--- config.mk ---
export PLATFORM = sky130hd
export DESIGN_NAME = resp2_stream_parser_flat
export DESIGN_NICKNAME = d
export VERILOG_FILES = /design/src/rtl/r2sp_pkg.sv /design/src/rtl/r2sp_if.sv /design/src/rtl/resp2_stream_parser.sv /design/src/rtl/r2sp_nest_stack.sv /design/src/flat_wrapper.sv
export SDC_FILE = /design/constraint.sdc
export NUM_CORES = 1
export LEC_CHECK = 0
export ABC_CLOCK_PERIOD_IN_PS = 12800
export BUFFER_PORTS_ARGS = -buffer_cell sky130_fd_sc_hd__buf_4
export CORE_AREA = 3 3 286 288
export DETAILED_ROUTE_END_ITERATION = 10
export DIE_AREA = 0 0 289 291
export PLACE_DENSITY_LB_ADDON = 0.05
export SLEW_MARGIN = 20
export SYNTH_ARGS = -nofsm -noshare
export SYNTH_HDL_FRONTEND = slang
export SYNTH_SLANG_ARGS = --single-unit
--- constraint.sdc ---
create_clock -name clock -period 12.8 [get_ports clock]
set_clock_uncertainty 0.05 [all_clocks]
set_input_delay 2.56 -clock clock [delete_from_list [all_inputs] [get_ports clock]]
set_output_delay 2.56 -clock clock [all_outputs]
set_load 0.02 [all_outputs]
--- src/rtl/r2sp_pkg.sv ---
// Shared types and constants for the RESP2 stream parser.
package r2sp_pkg;

   localparam int BYTE_W    = 8;
   localparam int KIND_W    = 2;
   localparam int NUM_W     = 32;
   localparam int LIMIT_W   = 31;
   localparam int CSR_IDX_W = 4;
   localparam int CSR_DAT_W = 32;

   localparam logic [BYTE_W-1:0] CH_CR    = 8'h0D;
   localparam logic [BYTE_W-1:0] CH_LF    = 8'h0A;
   localparam logic [BYTE_W-1:0] CH_PLUS  = 8'h2B;
   localparam logic [BYTE_W-1:0] CH_MINUS = 8'h2D;
   localparam logic [BYTE_W-1:0] CH_COLON = 8'h3A;
   localparam logic [BYTE_W-1:0] CH_BULK  = 8'h24;
   localparam logic [BYTE_W-1:0] CH_ARRAY = 8'h2A;
   localparam logic [BYTE_W-1:0] CH_ZERO  = 8'h30;
   localparam logic [BYTE_W-1:0] CH_NINE  = 8'h39;

   localparam logic [NUM_W-1:0] NEG_LIMIT = 32'h8000_0000;

   localparam logic [LIMIT_W-1:0] MAX_BULK_RESET  = 31'd536870912;
   localparam logic [LIMIT_W-1:0] MAX_ARRAY_RESET = 31'd1048576;

   localparam logic [CSR_IDX_W-1:0] CSR_MAX_BULK  = 4'd0;
   localparam logic [CSR_IDX_W-1:0] CSR_MAX_ARRAY = 4'd1;

   localparam logic [KIND_W-1:0] KIND_SIMPLE  = 2'd0;
   localparam logic [KIND_W-1:0] KIND_ERROR   = 2'd1;
   localparam logic [KIND_W-1:0] KIND_INTEGER = 2'd2;
   localparam logic [KIND_W-1:0] KIND_BULK    = 2'd3;

   typedef enum logic [8:0] {
      PH_IDLE      = 9'b000000001,
      PH_LINE      = 9'b000000010,
      PH_NUM_B     = 9'b000000100,
      PH_NUM_B_LF  = 9'b000001000,
      PH_BULK_DATA = 9'b000010000,
      PH_BULK_CR   = 9'b000100000,
      PH_BULK_LF   = 9'b001000000,
      PH_NUM_A     = 9'b010000000,
      PH_NUM_A_LF  = 9'b100000000
   } phase_type;

   typedef struct packed {
      logic clear;
      logic push;
      logic finish;
   } stack_cmd_type;

   typedef struct packed {
      logic full;
      logic msg_done;
   } stack_stat_type;

endpackage

--- src/rtl/r2sp_if.sv ---
// Handshake channel interfaces for request bytes, results and register writes.
interface r2sp_req_if import r2sp_pkg::*; ();
   logic              valid;
   logic              ready;
   logic [BYTE_W-1:0] in_byte;

   modport source (output valid, output in_byte, input ready);
   modport sink   (input valid, input in_byte, output ready);
endinterface

interface r2sp_rsp_if import r2sp_pkg::*; ();
   logic              valid;
   logic              ready;
   logic [BYTE_W-1:0] value_byte;
   logic              content_valid;
   logic              cr_before;
   logic              value_done;
   logic [KIND_W-1:0] value_kind;
   logic              message_done;
   logic              syntax_error;

   modport source (output valid, output value_byte, output content_valid,
                   output cr_before, output value_done, output value_kind,
                   output message_done, output syntax_error, input ready);
   modport sink   (input valid, input value_byte, input content_valid,
                   input cr_before, input value_done, input value_kind,
                   input message_done, input syntax_error, output ready);
endinterface

interface r2sp_csr_if import r2sp_pkg::*; ();
   logic                 valid;
   logic                 ready;
   logic [CSR_IDX_W-1:0] index;
   logic [CSR_DAT_W-1:0] data;

   modport source (output valid, output index, output data, input ready);
   modport sink   (input valid, input index, input data, output ready);
endinterface

--- src/rtl/resp2_stream_parser.sv ---
// RESP2 request stream parser: one byte in, one result out.
// Latency: a result is valid in the cycle after its byte is accepted.
// Throughput: one byte per cycle; the result register sets the pace, and
// a new byte is taken whenever that register is empty or being drained.
// Reset: synchronous; parser returns to expecting a type prefix, the nesting
// stack is emptied and the length/count limits return to their defaults.
module resp2_stream_parser import r2sp_pkg::*; #(
   parameter int MAX_DEPTH = 8
) (
   input  logic   clock,
   input  logic   reset,
   r2sp_req_if.sink   req_ch,
   r2sp_rsp_if.source rsp_ch,
   r2sp_csr_if.sink   csr_ch
);

   // configuration
   logic [LIMIT_W-1:0] max_bulk_ff;
   logic [LIMIT_W-1:0] max_array_ff;

   // parse state
   phase_type          phase_ff, phase_in;
   logic [KIND_W-1:0]  line_kind_ff, line_kind_in;
   logic [NUM_W-1:0]   acc_ff, acc_in;
   logic               neg_ff, neg_in;
   logic               digit_seen_ff, digit_seen_in;
   logic [LIMIT_W-1:0] bulk_rem_ff, bulk_rem_in;
   logic               cr_pend_ff, cr_pend_in;

   // result register
   logic              rsp_valid_ff, rsp_valid_in;
   logic [BYTE_W-1:0] value_byte_ff;
   logic              content_valid_ff;
   logic              cr_before_ff;
   logic              value_done_ff;
   logic [KIND_W-1:0] value_kind_ff;
   logic              message_done_ff;
   logic              syntax_error_ff;

   logic [BYTE_W-1:0] o_byte;
   logic              o_valid;
   logic              o_crb;
   logic              o_done;
   logic [KIND_W-1:0] o_kind;
   logic              o_mdone;
   logic              err;
   logic              do_push;
   logic              do_finish;

   logic                accept;
   logic [BYTE_W-1:0]   b;
   logic                is_digit;
   logic [NUM_W+3:0]    acc_x10;
   logic [NUM_W-1:0]    acc_sat;
   logic [LIMIT_W-1:0]  bulk_dec;

   stack_cmd_type  stk_cmd;
   stack_stat_type stk_stat;

   assign b            = req_ch.in_byte;
   assign req_ch.ready = !rsp_valid_ff || rsp_ch.ready;
   assign accept       = req_ch.valid && req_ch.ready;
   assign csr_ch.ready = 1'b1;

   assign is_digit = (b >= CH_ZERO) && (b <= CH_NINE);
   assign acc_x10  = {1'b0, acc_ff, 3'b000} + {3'b000, acc_ff, 1'b0}
                   + (NUM_W+4)'(b - CH_ZERO);
   assign acc_sat  = (acc_x10[NUM_W+3:NUM_W] != '0) ? '1 : acc_x10[NUM_W-1:0];
   assign bulk_dec = bulk_rem_ff - LIMIT_W'(1);

   always_comb begin
      phase_in      = phase_ff;
      line_kind_in  = line_kind_ff;
      acc_in        = acc_ff;
      neg_in        = neg_ff;
      digit_seen_in = digit_seen_ff;
      bulk_rem_in   = bulk_rem_ff;
      cr_pend_in    = cr_pend_ff;
      o_byte        = '0;
      o_valid       = 1'b0;
      o_crb         = 1'b0;
      o_done        = 1'b0;
      o_kind        = KIND_SIMPLE;
      o_mdone       = 1'b0;
      err           = 1'b0;
      do_push       = 1'b0;
      do_finish     = 1'b0;

      case (phase_ff)
         PH_IDLE: begin
            if (b == CH_PLUS) begin
               line_kind_in = KIND_SIMPLE;
               phase_in     = PH_LINE;
            end else if (b == CH_MINUS) begin
               line_kind_in = KIND_ERROR;
               phase_in     = PH_LINE;
            end else if (b == CH_COLON) begin
               line_kind_in = KIND_INTEGER;
               phase_in     = PH_LINE;
            end else if (b == CH_BULK) begin
               acc_in        = '0;
               neg_in        = 1'b0;
               digit_seen_in = 1'b0;
               phase_in      = PH_NUM_B;
            end else if (b == CH_ARRAY) begin
               acc_in        = '0;
               neg_in        = 1'b0;
               digit_seen_in = 1'b0;
               phase_in      = PH_NUM_A;
            end else begin
               err = 1'b1;
            end
         end
         PH_LINE: begin
            if (cr_pend_ff) begin
               if (b == CH_LF) begin
                  cr_pend_in = 1'b0;
                  o_done     = 1'b1;
                  o_kind     = line_kind_ff;
                  do_finish  = 1'b1;
                  o_mdone    = stk_stat.msg_done;
                  phase_in   = PH_IDLE;
               end else if (b == CH_CR) begin
                  // earlier CR goes out as content, the new one is held back
                  o_byte  = CH_CR;
                  o_valid = 1'b1;
                  o_kind  = line_kind_ff;
               end else begin
                  o_byte     = b;
                  o_valid    = 1'b1;
                  o_crb      = 1'b1;
                  o_kind     = line_kind_ff;
                  cr_pend_in = 1'b0;
               end
            end else if (b == CH_CR) begin
               cr_pend_in = 1'b1;
            end else begin
               o_byte  = b;
               o_valid = 1'b1;
               o_kind  = line_kind_ff;
            end
         end
         PH_NUM_B, PH_NUM_A: begin
            if (is_digit) begin
               acc_in        = acc_sat;
               digit_seen_in = 1'b1;
            end else if (b == CH_MINUS && !digit_seen_ff && !neg_ff) begin
               neg_in = 1'b1;
            end else if (b == CH_CR && digit_seen_ff) begin
               phase_in = (phase_ff == PH_NUM_B) ? PH_NUM_B_LF : PH_NUM_A_LF;
            end else begin
               err = 1'b1;
            end
         end
         PH_NUM_B_LF: begin
            if (b != CH_LF) begin
               err = 1'b1;
            end else if (neg_ff) begin
               // null bulk string: done here, no trailer
               if (acc_ff > NEG_LIMIT) begin
                  err = 1'b1;
               end else begin
                  o_done        = 1'b1;
                  o_kind        = KIND_BULK;
                  do_finish     = 1'b1;
                  o_mdone       = stk_stat.msg_done;
                  phase_in      = PH_IDLE;
                  acc_in        = '0;
                  neg_in        = 1'b0;
                  digit_seen_in = 1'b0;
               end
            end else if (acc_ff > {1'b0, max_bulk_ff}) begin
               err = 1'b1;
            end else begin
               bulk_rem_in   = acc_ff[LIMIT_W-1:0];
               phase_in      = (acc_ff != '0) ? PH_BULK_DATA : PH_BULK_CR;
               acc_in        = '0;
               neg_in        = 1'b0;
               digit_seen_in = 1'b0;
            end
         end
         PH_NUM_A_LF: begin
            if (b != CH_LF) begin
               err = 1'b1;
            end else if (neg_ff || acc_ff == '0) begin
               // null or empty array
               if (neg_ff && acc_ff > NEG_LIMIT) begin
                  err = 1'b1;
               end else begin
                  do_finish     = 1'b1;
                  o_mdone       = stk_stat.msg_done;
                  phase_in      = PH_IDLE;
                  acc_in        = '0;
                  neg_in        = 1'b0;
                  digit_seen_in = 1'b0;
               end
            end else if (acc_ff > {1'b0, max_array_ff} || stk_stat.full) begin
               err = 1'b1;
            end else begin
               do_push       = 1'b1;
               phase_in      = PH_IDLE;
               acc_in        = '0;
               neg_in        = 1'b0;
               digit_seen_in = 1'b0;
            end
         end
         PH_BULK_DATA: begin
            o_byte  = b;
            o_valid = 1'b1;
            o_kind  = KIND_BULK;
            if (bulk_rem_ff != '0) begin
               bulk_rem_in = bulk_dec;
               if (bulk_dec == '0) begin
                  phase_in = PH_BULK_CR;
               end
            end else begin
               phase_in = PH_BULK_CR;
            end
         end
         PH_BULK_CR: begin
            if (b == CH_CR) begin
               phase_in = PH_BULK_LF;
            end else begin
               err = 1'b1;
            end
         end
         PH_BULK_LF: begin
            if (b == CH_LF) begin
               o_done    = 1'b1;
               o_kind    = KIND_BULK;
               do_finish = 1'b1;
               o_mdone   = stk_stat.msg_done;
               phase_in  = PH_IDLE;
            end else begin
               err = 1'b1;
            end
         end
         default: begin
            err = 1'b1;
         end
      endcase

      if (err) begin
         phase_in      = PH_IDLE;
         line_kind_in  = KIND_SIMPLE;
         acc_in        = '0;
         neg_in        = 1'b0;
         digit_seen_in = 1'b0;
         bulk_rem_in   = '0;
         cr_pend_in    = 1'b0;
         o_byte        = '0;
         o_valid       = 1'b0;
         o_crb         = 1'b0;
         o_done        = 1'b0;
         o_kind        = KIND_SIMPLE;
         o_mdone       = 1'b0;
         do_push       = 1'b0;
         do_finish     = 1'b0;
      end
   end

   assign stk_cmd.clear  = accept && err;
   assign stk_cmd.push   = accept && do_push;
   assign stk_cmd.finish = accept && do_finish;

   r2sp_nest_stack #(
      .MAX_DEPTH (MAX_DEPTH)
   ) u_stack (
      .clock      (clock),
      .reset      (reset),
      .cmd        (stk_cmd),
      .push_count (acc_ff),
      .stat       (stk_stat)
   );

   always_ff @(posedge clock) begin
      if (reset) begin
         max_bulk_ff  <= MAX_BULK_RESET;
         max_array_ff <= MAX_ARRAY_RESET;
      end else if (csr_ch.valid && csr_ch.ready) begin
         if (csr_ch.index == CSR_MAX_BULK) begin
            max_bulk_ff <= csr_ch.data[LIMIT_W-1:0];
         end else if (csr_ch.index == CSR_MAX_ARRAY) begin
            max_array_ff <= csr_ch.data[LIMIT_W-1:0];
         end
      end
   end

   always_ff @(posedge clock) begin
      if (reset) begin
         phase_ff      <= PH_IDLE;
         line_kind_ff  <= KIND_SIMPLE;
         acc_ff        <= '0;
         neg_ff        <= 1'b0;
         digit_seen_ff <= 1'b0;
         bulk_rem_ff   <= '0;
         cr_pend_ff    <= 1'b0;
      end else if (accept) begin
         phase_ff      <= phase_in;
         line_kind_ff  <= line_kind_in;
         acc_ff        <= acc_in;
         neg_ff        <= neg_in;
         digit_seen_ff <= digit_seen_in;
         bulk_rem_ff   <= bulk_rem_in;
         cr_pend_ff    <= cr_pend_in;
      end
   end

   always_comb begin
      rsp_valid_in = rsp_valid_ff;
      if (accept) begin
         rsp_valid_in = 1'b1;
      end else if (rsp_ch.ready) begin
         rsp_valid_in = 1'b0;
      end
   end

   always_ff @(posedge clock) begin
      if (reset) begin
         rsp_valid_ff <= 1'b0;
      end else begin
         rsp_valid_ff <= rsp_valid_in;
      end
   end

   always_ff @(posedge clock) begin
      if (accept) begin
         value_byte_ff    <= o_byte;
         content_valid_ff <= o_valid;
         cr_before_ff     <= o_crb;
         value_done_ff    <= o_done;
         value_kind_ff    <= o_kind;
         message_done_ff  <= o_mdone;
         syntax_error_ff  <= err;
      end
   end

   assign rsp_ch.valid         = rsp_valid_ff;
   assign rsp_ch.value_byte    = value_byte_ff;
   assign rsp_ch.content_valid = content_valid_ff;
   assign rsp_ch.cr_before     = cr_before_ff;
   assign rsp_ch.value_done    = value_done_ff;
   assign rsp_ch.value_kind    = value_kind_ff;
   assign rsp_ch.message_done  = message_done_ff;
   assign rsp_ch.syntax_error  = syntax_error_ff;

endmodule

--- src/rtl/r2sp_nest_stack.sv ---
// Stack of remaining array element counts; one completion unwinds every finished level at once.
module r2sp_nest_stack import r2sp_pkg::*; #(
   parameter int MAX_DEPTH = 8
) (
   input  logic             clock,
   input  logic             reset,
   input  stack_cmd_type    cmd,
   input  logic [NUM_W-1:0] push_count,
   output stack_stat_type   stat
);

   localparam int LVL_W = $clog2(MAX_DEPTH + 1);
   localparam int IDX_W = (MAX_DEPTH > 1) ? $clog2(MAX_DEPTH) : 1;

   logic [NUM_W-1:0]     count_ff [MAX_DEPTH];
   logic [MAX_DEPTH-1:0] one_ff;
   logic [LVL_W-1:0]     level_ff;
   logic [LVL_W-1:0]     level_in;

   logic [LVL_W-1:0] new_lvl;
   logic [LVL_W-1:0] new_lvl_m1;
   logic [IDX_W-1:0] dec_idx;
   logic [IDX_W-1:0] push_idx;
   logic [NUM_W-1:0] dec_val;

   // entries flagged as holding one element left pop together on completion
   always_comb begin
      new_lvl = level_ff;
      for (int i = MAX_DEPTH - 1; i >= 0; i--) begin
         if (one_ff[i] && new_lvl == LVL_W'(i + 1)) begin
            new_lvl = LVL_W'(i);
         end
      end
   end

   assign new_lvl_m1 = new_lvl - LVL_W'(1);
   assign dec_idx    = new_lvl_m1[IDX_W-1:0];
   assign push_idx   = level_ff[IDX_W-1:0];
   assign dec_val    = count_ff[dec_idx] - NUM_W'(1);

   assign stat.full     = (level_ff >= LVL_W'(MAX_DEPTH));
   assign stat.msg_done = (new_lvl == '0);

   always_comb begin
      level_in = level_ff;
      if (cmd.clear) begin
         level_in = '0;
      end else if (cmd.push) begin
         level_in = level_ff + LVL_W'(1);
      end else if (cmd.finish) begin
         level_in = new_lvl;
      end
   end

   always_ff @(posedge clock) begin
      if (reset) begin
         level_ff <= '0;
      end else begin
         level_ff <= level_in;
      end
   end

   always_ff @(posedge clock) begin
      if (!cmd.clear) begin
         if (cmd.push) begin
            count_ff[push_idx] <= push_count;
            one_ff[push_idx]   <= (push_count == NUM_W'(1));
         end else if (cmd.finish && new_lvl != '0) begin
            count_ff[dec_idx] <= dec_val;
            one_ff[dec_idx]   <= (dec_val == NUM_W'(1));
         end
      end
   end

endmodule
--- src/flat_wrapper.sv ---
// flat-port wrapper written by rule: the top's interface ports become plain ports
module resp2_stream_parser_flat import r2sp_pkg::*;
#(
   parameter int MAX_DEPTH = 8
)
  (clock, reset, req_ch_valid, req_ch_in_byte, req_ch_ready, rsp_ch_valid, rsp_ch_value_byte, rsp_ch_content_valid, rsp_ch_cr_before, rsp_ch_value_done, rsp_ch_value_kind, rsp_ch_message_done, rsp_ch_syntax_error, rsp_ch_ready, csr_ch_valid, csr_ch_index, csr_ch_data, csr_ch_ready);
  r2sp_req_if req_ch_i ();
  r2sp_rsp_if rsp_ch_i ();
  r2sp_csr_if csr_ch_i ();
  input  logic clock;
  input  logic reset;
  input wire logic [$bits(req_ch_i.valid)-1:0] req_ch_valid;
  input wire logic [$bits(req_ch_i.in_byte)-1:0] req_ch_in_byte;
  output wire logic [$bits(req_ch_i.ready)-1:0] req_ch_ready;
  output wire logic [$bits(rsp_ch_i.valid)-1:0] rsp_ch_valid;
  output wire logic [$bits(rsp_ch_i.value_byte)-1:0] rsp_ch_value_byte;
  output wire logic [$bits(rsp_ch_i.content_valid)-1:0] rsp_ch_content_valid;
  output wire logic [$bits(rsp_ch_i.cr_before)-1:0] rsp_ch_cr_before;
  output wire logic [$bits(rsp_ch_i.value_done)-1:0] rsp_ch_value_done;
  output wire logic [$bits(rsp_ch_i.value_kind)-1:0] rsp_ch_value_kind;
  output wire logic [$bits(rsp_ch_i.message_done)-1:0] rsp_ch_message_done;
  output wire logic [$bits(rsp_ch_i.syntax_error)-1:0] rsp_ch_syntax_error;
  input wire logic [$bits(rsp_ch_i.ready)-1:0] rsp_ch_ready;
  input wire logic [$bits(csr_ch_i.valid)-1:0] csr_ch_valid;
  input wire logic [$bits(csr_ch_i.index)-1:0] csr_ch_index;
  input wire logic [$bits(csr_ch_i.data)-1:0] csr_ch_data;
  output wire logic [$bits(csr_ch_i.ready)-1:0] csr_ch_ready;
  assign req_ch_i.valid = req_ch_valid;
  assign req_ch_i.in_byte = req_ch_in_byte;
  assign req_ch_ready = req_ch_i.ready;
  assign rsp_ch_valid = rsp_ch_i.valid;
  assign rsp_ch_value_byte = rsp_ch_i.value_byte;
  assign rsp_ch_content_valid = rsp_ch_i.content_valid;
  assign rsp_ch_cr_before = rsp_ch_i.cr_before;
  assign rsp_ch_value_done = rsp_ch_i.value_done;
  assign rsp_ch_value_kind = rsp_ch_i.value_kind;
  assign rsp_ch_message_done = rsp_ch_i.message_done;
  assign rsp_ch_syntax_error = rsp_ch_i.syntax_error;
  assign rsp_ch_i.ready = rsp_ch_ready;
  assign csr_ch_i.valid = csr_ch_valid;
  assign csr_ch_i.index = csr_ch_index;
  assign csr_ch_i.data = csr_ch_data;
  assign csr_ch_ready = csr_ch_i.ready;
  resp2_stream_parser #(.MAX_DEPTH(MAX_DEPTH)) u_core (.clock(clock), .reset(reset), .req_ch(req_ch_i), .rsp_ch(rsp_ch_i), .csr_ch(csr_ch_i));
endmodule
==> flow_summary.yaml, run 1 <==
outcome:
  status: "complete, no violations"
worst_setup_path:
  end_kind: "flop"
  start_kind: "flop"
  arrival_ns: 10.47
  cp_max_fo: 38
  critical_path_required_ns: 13.19
  reg2regPathDepth: 21
  criticalPathCategory: "flop to flop"
routing:
  drtIter0Drc: 1024
  wire_per_inst_um: 21.7
  drc: 0
  antenna_left: 0
  route.vias.total: 17700
  routed_wl_mm: 74.9
  vias_per_cell: 5.15
  drtPass1Iterations: 5
yosys:
  synth_top_family_by_area: "simple AND/OR/NAND/NOR gates"
  synthCells: 2280
  yosysTopAreaCellShare: 0.353
  syn_area_mm2: 0.0237
  synth_edf_count: 279
  synth-compound-area-share: 0.142
  yosysMostFrequentCell: "nand2_1"
  yosys-top-cells-count: "nand2_1, edfxtp_1, nor2_1, a21oi_1, dfxtp_1"
  synth_warnings: 0
  yosys.area.top_type: "edfxtp_1"
  synth_area_leaders: "edfxtp_1, dfxtp_1, ha_1"
  ys.flop_type: "edfxtp_1"
  syn_nets: 2470
  seq_area_frac_synth: 0.474
  syn_avg_cell_area_um2: 10.4
  synth.mux.area_fraction: 0.0682
  synth-xor-area-share: 0.0243
  synth_fa_ha_area_frac: 0.0841
  async_flop_share: 0
  synth_seq_cells: 423
  synth_cell_types: 107
  yosys.area_share.simple: 0.170
placement:
  dp_hpwl_mm: 49.9
  io_buffers: 64
  place_congestion: 0.818
  placed_area_mm2: 0.0256
global_route:
  use_met1: 0.242
  overflow: 0
  grt_util_met3: 0.0212
  antenna_found_initial: 1
  grt_pass1_wl_mm: 114
  busiest_layer: "met2"
  grt_pass1_vias: 17900
  grtUsageMet2: 0.296
  grt_usage: 0.177
  grt_max_degree: 75
cells_and_area:
  utilization: 0.347
  final_area_mm2: 0.0275
  diodes: 0
  synthToLayoutAreaGrowth_pct: 15.6
  drive_gt1_frac: 0.142
  nNetsFinal: 2539
sta:
  fin_crit_ns: 10.08
  relSlewSlack: 0.241
  max_freq_ghz: 0.0992
  tns_ns: 0
  setup_viol: 0
  rsz0062_at_grt: "no"
  worstMarginPinSlew_ns: 1.13
  hold_viol: 0
  finalCritPeriodShare: 0.788
  slew_violations: 0
  holdWs_ns: 0.405
clock_network:
  hold_buffers: 0
  insertion_delay_ns: 0.62
  cts_tree: "yes"
  cts_num_sinks: 423
  cts_root_buffer: "clkbuf_16"
  post-cts-setup-buffers: 0
  htreeDepth: 2
  cts_resized: 0
  clk_pin_slew_worst_paths_ns: 0.06
  clock_path_buffers: 3
  cts_buffers: 53
floorplanning:
  die_w_um: 289
  core_mm2: 0.0791
  start_util: 0.300
  die_area_mm2: 0.0841
  io_pins: 67
  rows: 103
  die_y_um: 291
run:
  max_cap_viol_count: 0
min_path:
  hold-path-cell-count: 2
  min_path_type: "flop to flop"
power_and_ir_drop:
  vdd_drop_max_uv: 93.6
  power_density_mw_per_mm2: 114
  finalPower_mw: 3.13
  p_leak_nw: 10.9
-- critical path, stage by stage (launching register included) --
cell	delay, ns
dfxtp_1	0.78
inv_1	0.30
ha_1	0.28
and4b_1	0.34
o32ai_2	0.21
or2_0	0.53
a22oi_2	0.23
o2bb2ai_2	0.27
or2_4	0.61
inv_4	0.35
ha_1	0.65
inv_2	0.66
buf_4	0.60
mux4_2	0.57
mux2i_1	0.62
nand3_1	0.24
nor4_4	0.67
nand4_1	0.43
or3_1	0.45
a22oi_1	0.36
o2111ai_4	0.33
o31ai_2	0.29
-- flip-flops by register name, summed over array words and instances (netlist names) --
| name | cells |
|---|---|
| u_core.digit_seen_ff | 1 |
| u_core.rsp_ch.value_done | 1 |
| u_core.cr_pend_ff | 1 |
| u_core.u_stack.level_ff | 4 |
| u_core.phase_ff | 9 |
| u_core.rsp_ch.message_done | 1 |
| u_core.line_kind_ff | 2 |
| u_core.max_bulk_ff | 31 |
| u_core.rsp_ch.value_byte | 8 |
| u_core.bulk_rem_ff | 31 |
| u_core.rsp_ch.value_kind | 2 |
| u_core.acc_ff | 32 |
| u_core.max_array_ff | 31 |
| u_core.rsp_ch.syntax_error | 1 |
| u_core.u_stack.count_ff | 256 |
| u_core.rsp_ch.valid | 1 |
| u_core.rsp_ch.cr_before | 1 |
| u_core.rsp_ch.content_valid | 1 |
| u_core.u_stack.one_ff | 8 |
| u_core.neg_ff | 1 |
-- where the power goes --
part	switching, mW	total, mW	internal, mW
Clock	0.638	1.59	0.948
Combinational	0.0619	0.100	0.0382
Sequential	0.00256	1.45	1.44
-- placed cells by master (no fill, tap or decap), types with 10 or more instances in the layout --
cell type	n
a211o_1	35
mux4_2	43
a2111oi_0	14
nand3_1	37
nor2b_1	20
nor3_1	60
mux2i_1	30
a31oi_1	13
ha_1	110
o21a_1	13
dfxtp_1	144
nor4_1	28
nand2_1	331
mux2_2	26
clkbuf_16	54
o21ai_0	97
xor2_1	26
clkinv_2	10
and2_1	14
nand2b_1	23
edfxtp_1	279
xnor2_1	40
a22oi_1	17
clkinv_1	10
a21o_1	35
inv_1	103
nand3b_1	11
fa_1	31
nand4_1	32
or3_1	13
nor2_1	183
a21oi_1	166
buf_4	115
-- through the flow --
stage / setup WS (ns) / instances
floorplan: 3.37 / 2280
global placement: 2.71 / 3344
detailed placement: 2.62 / 3344
CTS: 2.61 / 3442
global route: 2.00 / 3442
finish: 2.72 / 3442
-- final cells by class --
cell class / count / area, um2
inverters: 106 / 400
repair buffers: 115 / 863
clock inverters: 38 / 455
fillers: 8090 / 51700
flip-flops and latches: 423 / 11300
clock buffers: 60 / 1390
multi-input cells: 1650 / 11800
well taps: 1050 / 1310
-- worst paths after layout --
kind | end | slack [ns] | startpoint
setup / recovery | u_core.u_stack.one_ff[7]$_DFFE_PP_ | 2.72 | u_core.u_stack.level_ff[1]$_SDFFE_PP0P_
hold / removal | u_core.max_bulk_ff[12]$_SDFFE_PP0P_ | 0.40 | u_core.max_bulk_ff[12]$_SDFFE_PP0P_
setup reg to reg | u_core.u_stack.one_ff[7]$_DFFE_PP_ | 2.72 | u_core.u_stack.level_ff[1]$_SDFFE_PP0P_
hold reg to reg | u_core.max_bulk_ff[12]$_SDFFE_PP0P_ | 0.40 | u_core.max_bulk_ff[12]$_SDFFE_PP0P_
-- metal layers --
layer | part of all wire | vias up
met2 | 0.48 | 274
met4 | 0.024 | 0
li1 | - | 8534
met1 | 0.47 | 8816
met5 | 0 | -
met3 | 0.029 | 93
-- logic make-up after synthesis --
group	after synthesis
DFF	423
muxes	103
and+or+nand+nor	833
adders and majority gates	141
other	1
xor gates and xnor gates	66
AOI/OAI and AO/OA	506
buffers and inverters	207
Note: power is estimated with default switching activity, not from simulation.
==> run 2, diff against run 1 <==
--- a/config.mk
+++ b/config.mk
@@ -5,7 +5,7 @@
 export SDC_FILE = /design/constraint.sdc
 export NUM_CORES = 1
 export LEC_CHECK = 0
-export ABC_CLOCK_PERIOD_IN_PS = 12800
+export ABC_CLOCK_PERIOD_IN_PS = 9700
 export BUFFER_PORTS_ARGS = -buffer_cell sky130_fd_sc_hd__buf_4
 export CORE_AREA = 3 3 286 288
 export DETAILED_ROUTE_END_ITERATION = 10
==> constraint.sdc (replaced) <==
create_clock -name clock -period 9.7 [get_ports clock]
set_clock_uncertainty 0.05 [all_clocks]
set_input_delay 1.94 -clock clock [delete_from_list [all_inputs] [get_ports clock]]
set_output_delay 1.94 -clock clock [all_outputs]
set_load 0.02 [all_outputs]
==> flow_summary.yaml, run 2 (same netlist as run 1, synthesis figures left out) <==
outcome:
  status: "complete, no violations"
floorplanning:
  rows: 103
  io_pins: 67
  die_area_mm2: 0.0841
  die_y_um: 291
  start_util: 0.300
  core_mm2: 0.0791
  die_w_um: 289
clock_network:
  hold_buffers: 0
  cts_resized: 0
  post-cts-setup-buffers: 0
  cts_tree: "yes"
  cts_buffers: 53
  htreeDepth: 2
  insertion_delay_ns: 0.61
  clk_pin_slew_worst_paths_ns: 0.06
  clock_path_buffers: 3
  cts_root_buffer: "clkbuf_16"
  cts_num_sinks: 423
cells_and_area:
  final_common_cell: "nand2_1"
  final_cells: 3449
  diodes: 0
  top_register: "u_core.u_stack.count_ff"
  nFillCells: 8071
  synthToLayoutAreaGrowth_pct: 15.3
  nNetsFinal: 2548
  largest_reg_flops: 256
  regArea_mm2: 0.0113
  drive_gt1_frac: 0.143
  reg_top3: "u_core.u_stack.count_ff x256, u_core.acc_ff x32"
  mostFrequentLayoutCells: "nand2_1, edfxtp_1, nor2_1"
  multi_input_area_mm2: 0.0118
sta:
  fin_crit_ns: 8.51
  tns_ns: 0
  relSlewSlack: 0.305
  max_freq_ghz: 0.117
  hold_viol: 0
  setup_viol: 0
  slew_violations: 0
  holdWs_ns: 0.402
  finalCritPeriodShare: 0.878
  rsz0062_at_grt: "no"
  worstMarginPinSlew_ns: 1.03
routing:
  drtIter0Drc: 1051
  drtPass1Iterations: 5
  wire_per_inst_um: 21.7
  antenna_left: 0
  vias_per_cell: 5.19
  routed_wl_mm: 74.7
  drc: 0
  route.vias.total: 17900
worst_setup_path:
  slowest_stage: "o21ai_0"
  cp_top_family: "buffers and inverters"
  cp_cell_sequence: "buf_4, inv_1, ha_1, and4b_1, o32ai_2, or2_0, a22oi_2, o2bb2ai_2, or2_4, inv_4, ha_1, inv_2, buf_12, mux4_2, mux2i_1, o21ai_2, nor4_4, buf_4, nand4_1, inv_1, nand4_1, xnor2_1, o21ai_0"
  arrival_ns: 8.74
  critical_path_required_ns: 9.92
  cp_max_fo: 38
  max_stage_delay_ns: 0.79
  start_kind: "flop"
  criticalPathCategory: "flop to flop"
  end_kind: "flop"
  path_buf_inv: 7
power_and_ir_drop:
  p_leak_nw: 10.9
  finalPower_mw: 3.98
  vdd_drop_max_uv: 119
  power_density_mw_per_mm2: 146
placement:
  dp_hpwl_mm: 50.1
  place_inst: 3353
  place_congestion: 0.810
  io_buffers: 64
global_route:
  antenna_found_initial: 0
  grt_pass1_wl_mm: 113
  grt_max_degree: 87
  grt_usage: 0.176
  overflow: 0
  grt_pass1_vias: 17900
min_path:
  min_path_type: "flop to flop"
run:
  max_cap_viol_count: 0
run 2: cell types whose count changed in the layout (fill, tap and decap cells not counted), sizes merged:
cell / before / now
buf: 115 / 124
bufinv: 8 / 3
clkbuf: 60 / 69
clkinvlp: 6 / 1
inv: 108 / 107
run 2: through the flow:
stage / util / setup WS, ns / instance area [um2]
CTS: 0.346 / 1.02 / 27400
floorplan: - / 0.709 / 23700
finish: 0.346 / 1.19 / 27400
detailed placement: 0.325 / 1.05 / 25700
global placement: 0.325 / 1.16 / 25700
global route: 0.346 / 0.525 / 27400
run 2: worst reg2reg max path, delay by kind of cell, from the launching register on:
family,cells,cell delay (ns)
and+or+nand+nor,6,1.96
DFF,1,0.30
xor gates and xnor gates,1,0.16
adders and majority gates,2,0.78
buffers and inverters,7,2.26
AOI/OAI and AO/OA,5,1.71
muxes,2,0.95
run 2: report_power, final:
group          leakage, nW  internal, mW  switching [mW]  total, mW
registers             4.34          1.91         0.00353       1.91
logic                 5.71        0.0505          0.0816      0.132
clock network        0.834          1.13           0.814       1.94
run 2: metal layers:
layer / up-vias / global-route usage / wire length [um]
met1: 8905 / 0.240 / 34400
met5: - / 0 / 0
met4: 0 / 0.0500 / 1890
li1: 8562 / - / -
met2: 329 / 0.293 / 35700
met3: 99 / 0.0236 / 2660
run 2: worst paths after layout:
kind | slack, ns | start | endpoint | cells after the start
max reg2reg | 1.19 | u_core.u_stack.level_ff[1]$_SDFFE_PP0P_ | u_core.u_stack.count_ff[0][30]$_DFFE_PP_ | 23
min | 0.40 | u_core.max_array_ff[16]$_SDFFE_PP0P_ | u_core.max_array_ff[16]$_SDFFE_PP0P_ | 2
max | 1.19 | u_core.u_stack.level_ff[1]$_SDFFE_PP0P_ | u_core.u_stack.count_ff[0][30]$_DFFE_PP_ | 23
min reg2reg | 0.40 | u_core.max_array_ff[16]$_SDFFE_PP0P_ | u_core.max_array_ff[16]$_SDFFE_PP0P_ | 2
run 2: final cells by class:
class / count / area share
clock buffer: 69 / 0.0528
clock inverter: 27 / 0.00877
inverter: 106 / 0.0146
multi-input combinational: 1650 / 0.430
sequential: 423 / 0.411
tap: 1050 / 0.0480
timing repair buffer: 124 / 0.0349
==> run 3, diff against run 2 <==
--- a/config.mk
+++ b/config.mk
@@ -5,11 +5,12 @@
 export SDC_FILE = /design/constraint.sdc
 export NUM_CORES = 1
 export LEC_CHECK = 0
+export ABC_AREA = 1
 export ABC_CLOCK_PERIOD_IN_PS = 9700
 export BUFFER_PORTS_ARGS = -buffer_cell sky130_fd_sc_hd__buf_4
-export CORE_AREA = 3 3 286 288
+export CORE_AREA = 4 4 293 295
 export DETAILED_ROUTE_END_ITERATION = 10
-export DIE_AREA = 0 0 289 291
+export DIE_AREA = 0 0 297 299
 export PLACE_DENSITY_LB_ADDON = 0.05
 export SLEW_MARGIN = 20
 export SYNTH_ARGS = -nofsm -noshare
==> flow_summary.yaml, run 3 <==
outcome:
  status: "complete, no violations"
min_path:
  min-delay-start: "u_core.max_array_ff[10]$_SDFFE_PP0P_"
  hold_end: "u_core.max_array_ff[10]$_SDFFE_PP0P_"
  hold-path-cell-count: 2
  min_path_type: "flop to flop"
worst_setup_path:
  criticalPathCategory: "flop to flop"
  reg2regPathDepth: 33
  end_kind: "flop"
  max_stage_delay_ns: 0.79
  cp_max_fo: 58
  arrival_ns: 7.89
  start_kind: "flop"
  rr_startpoint: "u_core.u_stack.level_ff[1]$_SDFFE_PP0P_"
  cp_common_cell: "nand2_1"
  reg2reg_setup_slack_ns: 2.02
  r2r-end: "u_core.u_stack.count_ff[5][26]$_DFFE_PP_"
  slowest_stage: "o21ai_0"
  critical_path_required_ns: 9.91
power_and_ir_drop:
  vdd_drop_max_uv: 150
  p_leak_nw: 12.3
  power_density_mw_per_mm2: 182
sta:
  holdWs_ns: 0.405
  hold_viol: 0
  rsz0062_at_grt: "no"
  setup_viol: 0
  relSlewSlack: 0.256
  fin_crit_ns: 7.68
  finalCritPeriodShare: 0.791
  worstMarginPinSlew_ns: 1.10
  tns_ns: 0
  slew_violations: 0
  max_freq_ghz: 0.130
yosys:
  ys.flop_type: "edfxtp_1"
  synthCells: 3038
  yosys-top-cells-count: "nand2_1, inv_1, nor2_1, edfxtp_1, nand3_1"
  syn_nets: 3228
  yosysTopAreaCellShare: 0.338
  synth_top_family_by_area: "simple AND/OR/NAND/NOR gates"
  synth-xor-area-share: 0.0222
  syn_avg_cell_area_um2: 8.15
  async_flop_share: 0
  yosys.area.top_type: "edfxtp_1"
  synth_area_leaders: "edfxtp_1, dfxtp_1, nand2_1"
  syn_area_mm2: 0.0248
  synth_warnings: 0
  yosys.area_share.simple: 0.246
  synth_cell_types: 58
  synth_fa_ha_area_frac: 0.0806
  synth.mux.area_fraction: 0
  yosysMostFrequentCell: "nand2_1"
  synth_seq_cells: 423
  synth_edf_count: 279
  seq_area_frac_synth: 0.455
  synth-compound-area-share: 0.111
clock_network:
  cts_root_buffer: "clkbuf_16"
  hold_buffers: 0
  clk_pin_slew_worst_paths_ns: 0.06
  insertion_delay_ns: 0.61
  cts_buffers: 54
  post-cts-setup-buffers: 0
  cts_tree: "yes"
  cts_resized: 0
  clock_path_buffers: 3
  cts_num_sinks: 423
  htreeDepth: 2
cells_and_area:
  mostFrequentLayoutCells: "nand2_1, inv_1, nor2_1"
  reg_top3: "u_core.u_stack.count_ff x256, u_core.acc_ff x32"
  final_common_cell: "nand2_1"
  synthToLayoutAreaGrowth_pct: 13.7
  drive_gt1_frac: 0.0751
  top_register: "u_core.u_stack.count_ff"
  utilization: 0.339
  nNetsFinal: 3274
  largest_reg_flops: 256
  nFillCells: 8696
routing:
  wire_per_inst_um: 19.6
  drtIter0Drc: 1162
  drc: 0
  route.vias.total: 20700
  routed_wl_mm: 82.5
  vias_per_cell: 4.91
  antenna_left: 0
  drtPass1Iterations: 5
floorplanning:
  core_mm2: 0.0832
  start_util: 0.298
  rows: 106
  die_y_um: 299
  io_pins: 67
  die_w_um: 297
  die_area_mm2: 0.0888
placement:
  dp_hpwl_mm: 56.9
  place_congestion: 0.897
  io_buffers: 64
global_route:
  grt_usage: 0.183
  antenna_found_initial: 2
  grt_pass1_vias: 20500
  grt_pass1_wl_mm: 126
  grt_max_degree: 84
  overflow: 0
run:
  max_cap_viol_count: 0
==> run 3: layout make-up <==
| cell class | instances | area [um2] | area share |
|---|---|---|---|
| well taps | 1080 | 1350 | 0.0480 |
| flip-flops and latches | 423 | 11300 | 0.400 |
| clock buffers | 68 | 1410 | 0.0502 |
| repair buffers | 107 | 803 | 0.0285 |
| clock inverters | 34 | 280 | 0.00995 |
| multi-input cells | 2086 | 11500 | 0.409 |
| inverters | 412 | 1550 | 0.0549 |
| diodes | 1 | 2.50 | 0.0000888 |
==> run 3: worst max-delay path: cells and delay by family, from the launching register on <==
kind / cells / cell delay (ns)
buf+inv: 4 / 0.92
fa+ha+maj: 3 / 0.87
compound gates: 2 / 0.91
xor+xnor: 1 / 0.40
simple gates: 23 / 3.81
flops: 1 / 0.36
==> run 3: worst max-delay path by stage <==
stage | startpoint | endpoint | slack (ns) | cells past startpoint
2_1_floorplan | req_ch_in_byte[7] | u_core.acc_ff[10]$_SDFFE_PP0P_ | 2.35 | 23
3_3_place_gp | req_ch_in_byte[7] | u_core.acc_ff[25]$_SDFFE_PP0P_ | 1.83 | 24
3_5_place_dp | req_ch_in_byte[7] | u_core.acc_ff[5]$_SDFFE_PP0P_ | 1.79 | 24
4_1_cts | u_core.u_stack.level_ff[1]$_SDFFE_PP0P_ | u_core.u_stack.count_ff[6][28]$_DFFE_PP_ | 1.86 | 32
5_1_grt | u_core.u_stack.level_ff[1]$_SDFFE_PP0P_ | u_core.u_stack.count_ff[3][28]$_DFFE_PP_ | 1.27 | 34
6_report | u_core.u_stack.level_ff[1]$_SDFFE_PP0P_ | u_core.u_stack.count_ff[5][26]$_DFFE_PP_ | 2.02 | 33
==> run 3: cells by family (layout without fill, tap and decap cells) <==
logic type	Yosys count	in the layout
AND/OR/NAND/NOR	1377	1377
buffers and inverters	529	621
AO/OA/AOI/OAI	505	505
flip-flops	423	423
adder cells (fa/ha/maj)	141	141
XOR/XNOR	62	62
other	1	2
==> run 3: report_power, final <==
part / switching, mW / internal [mW] / total (mW)
sequential: 0.0861 / 1.99 / 2.08
combinational: 0.763 / 0.335 / 1.10
clock: 0.802 / 1.13 / 1.94
==> run 3: stage by stage <==
step / cell area, um2 / setup WS, ns / power [mW] / cells
2_1_floorplan: 24800 / 2.35 / 2.87 / 3038
3_3_place_gp: 26500 / 1.83 / 3.21 / 4108
3_5_place_dp: 26500 / 1.79 / 3.21 / 4108
4_1_cts: 28200 / 1.86 / 5.19 / 4210
5_1_grt: 28200 / 1.27 / 5.40 / 4210
6_report: 28200 / 2.02 / 5.11 / 4211
==> run 3: layer usage <==
| layer | wire length (um) | global-route usage | vias up |
|---|---|---|---|
| li1 | - | - | 10300 |
| met1 | 37200 | 0.237 | 9855 |
| met2 | 39900 | 0.320 | 406 |
| met3 | 3050 | 0.0246 | 124 |
| met4 | 2370 | 0.0526 | 0 |
| met5 | 0 | 0 | - |
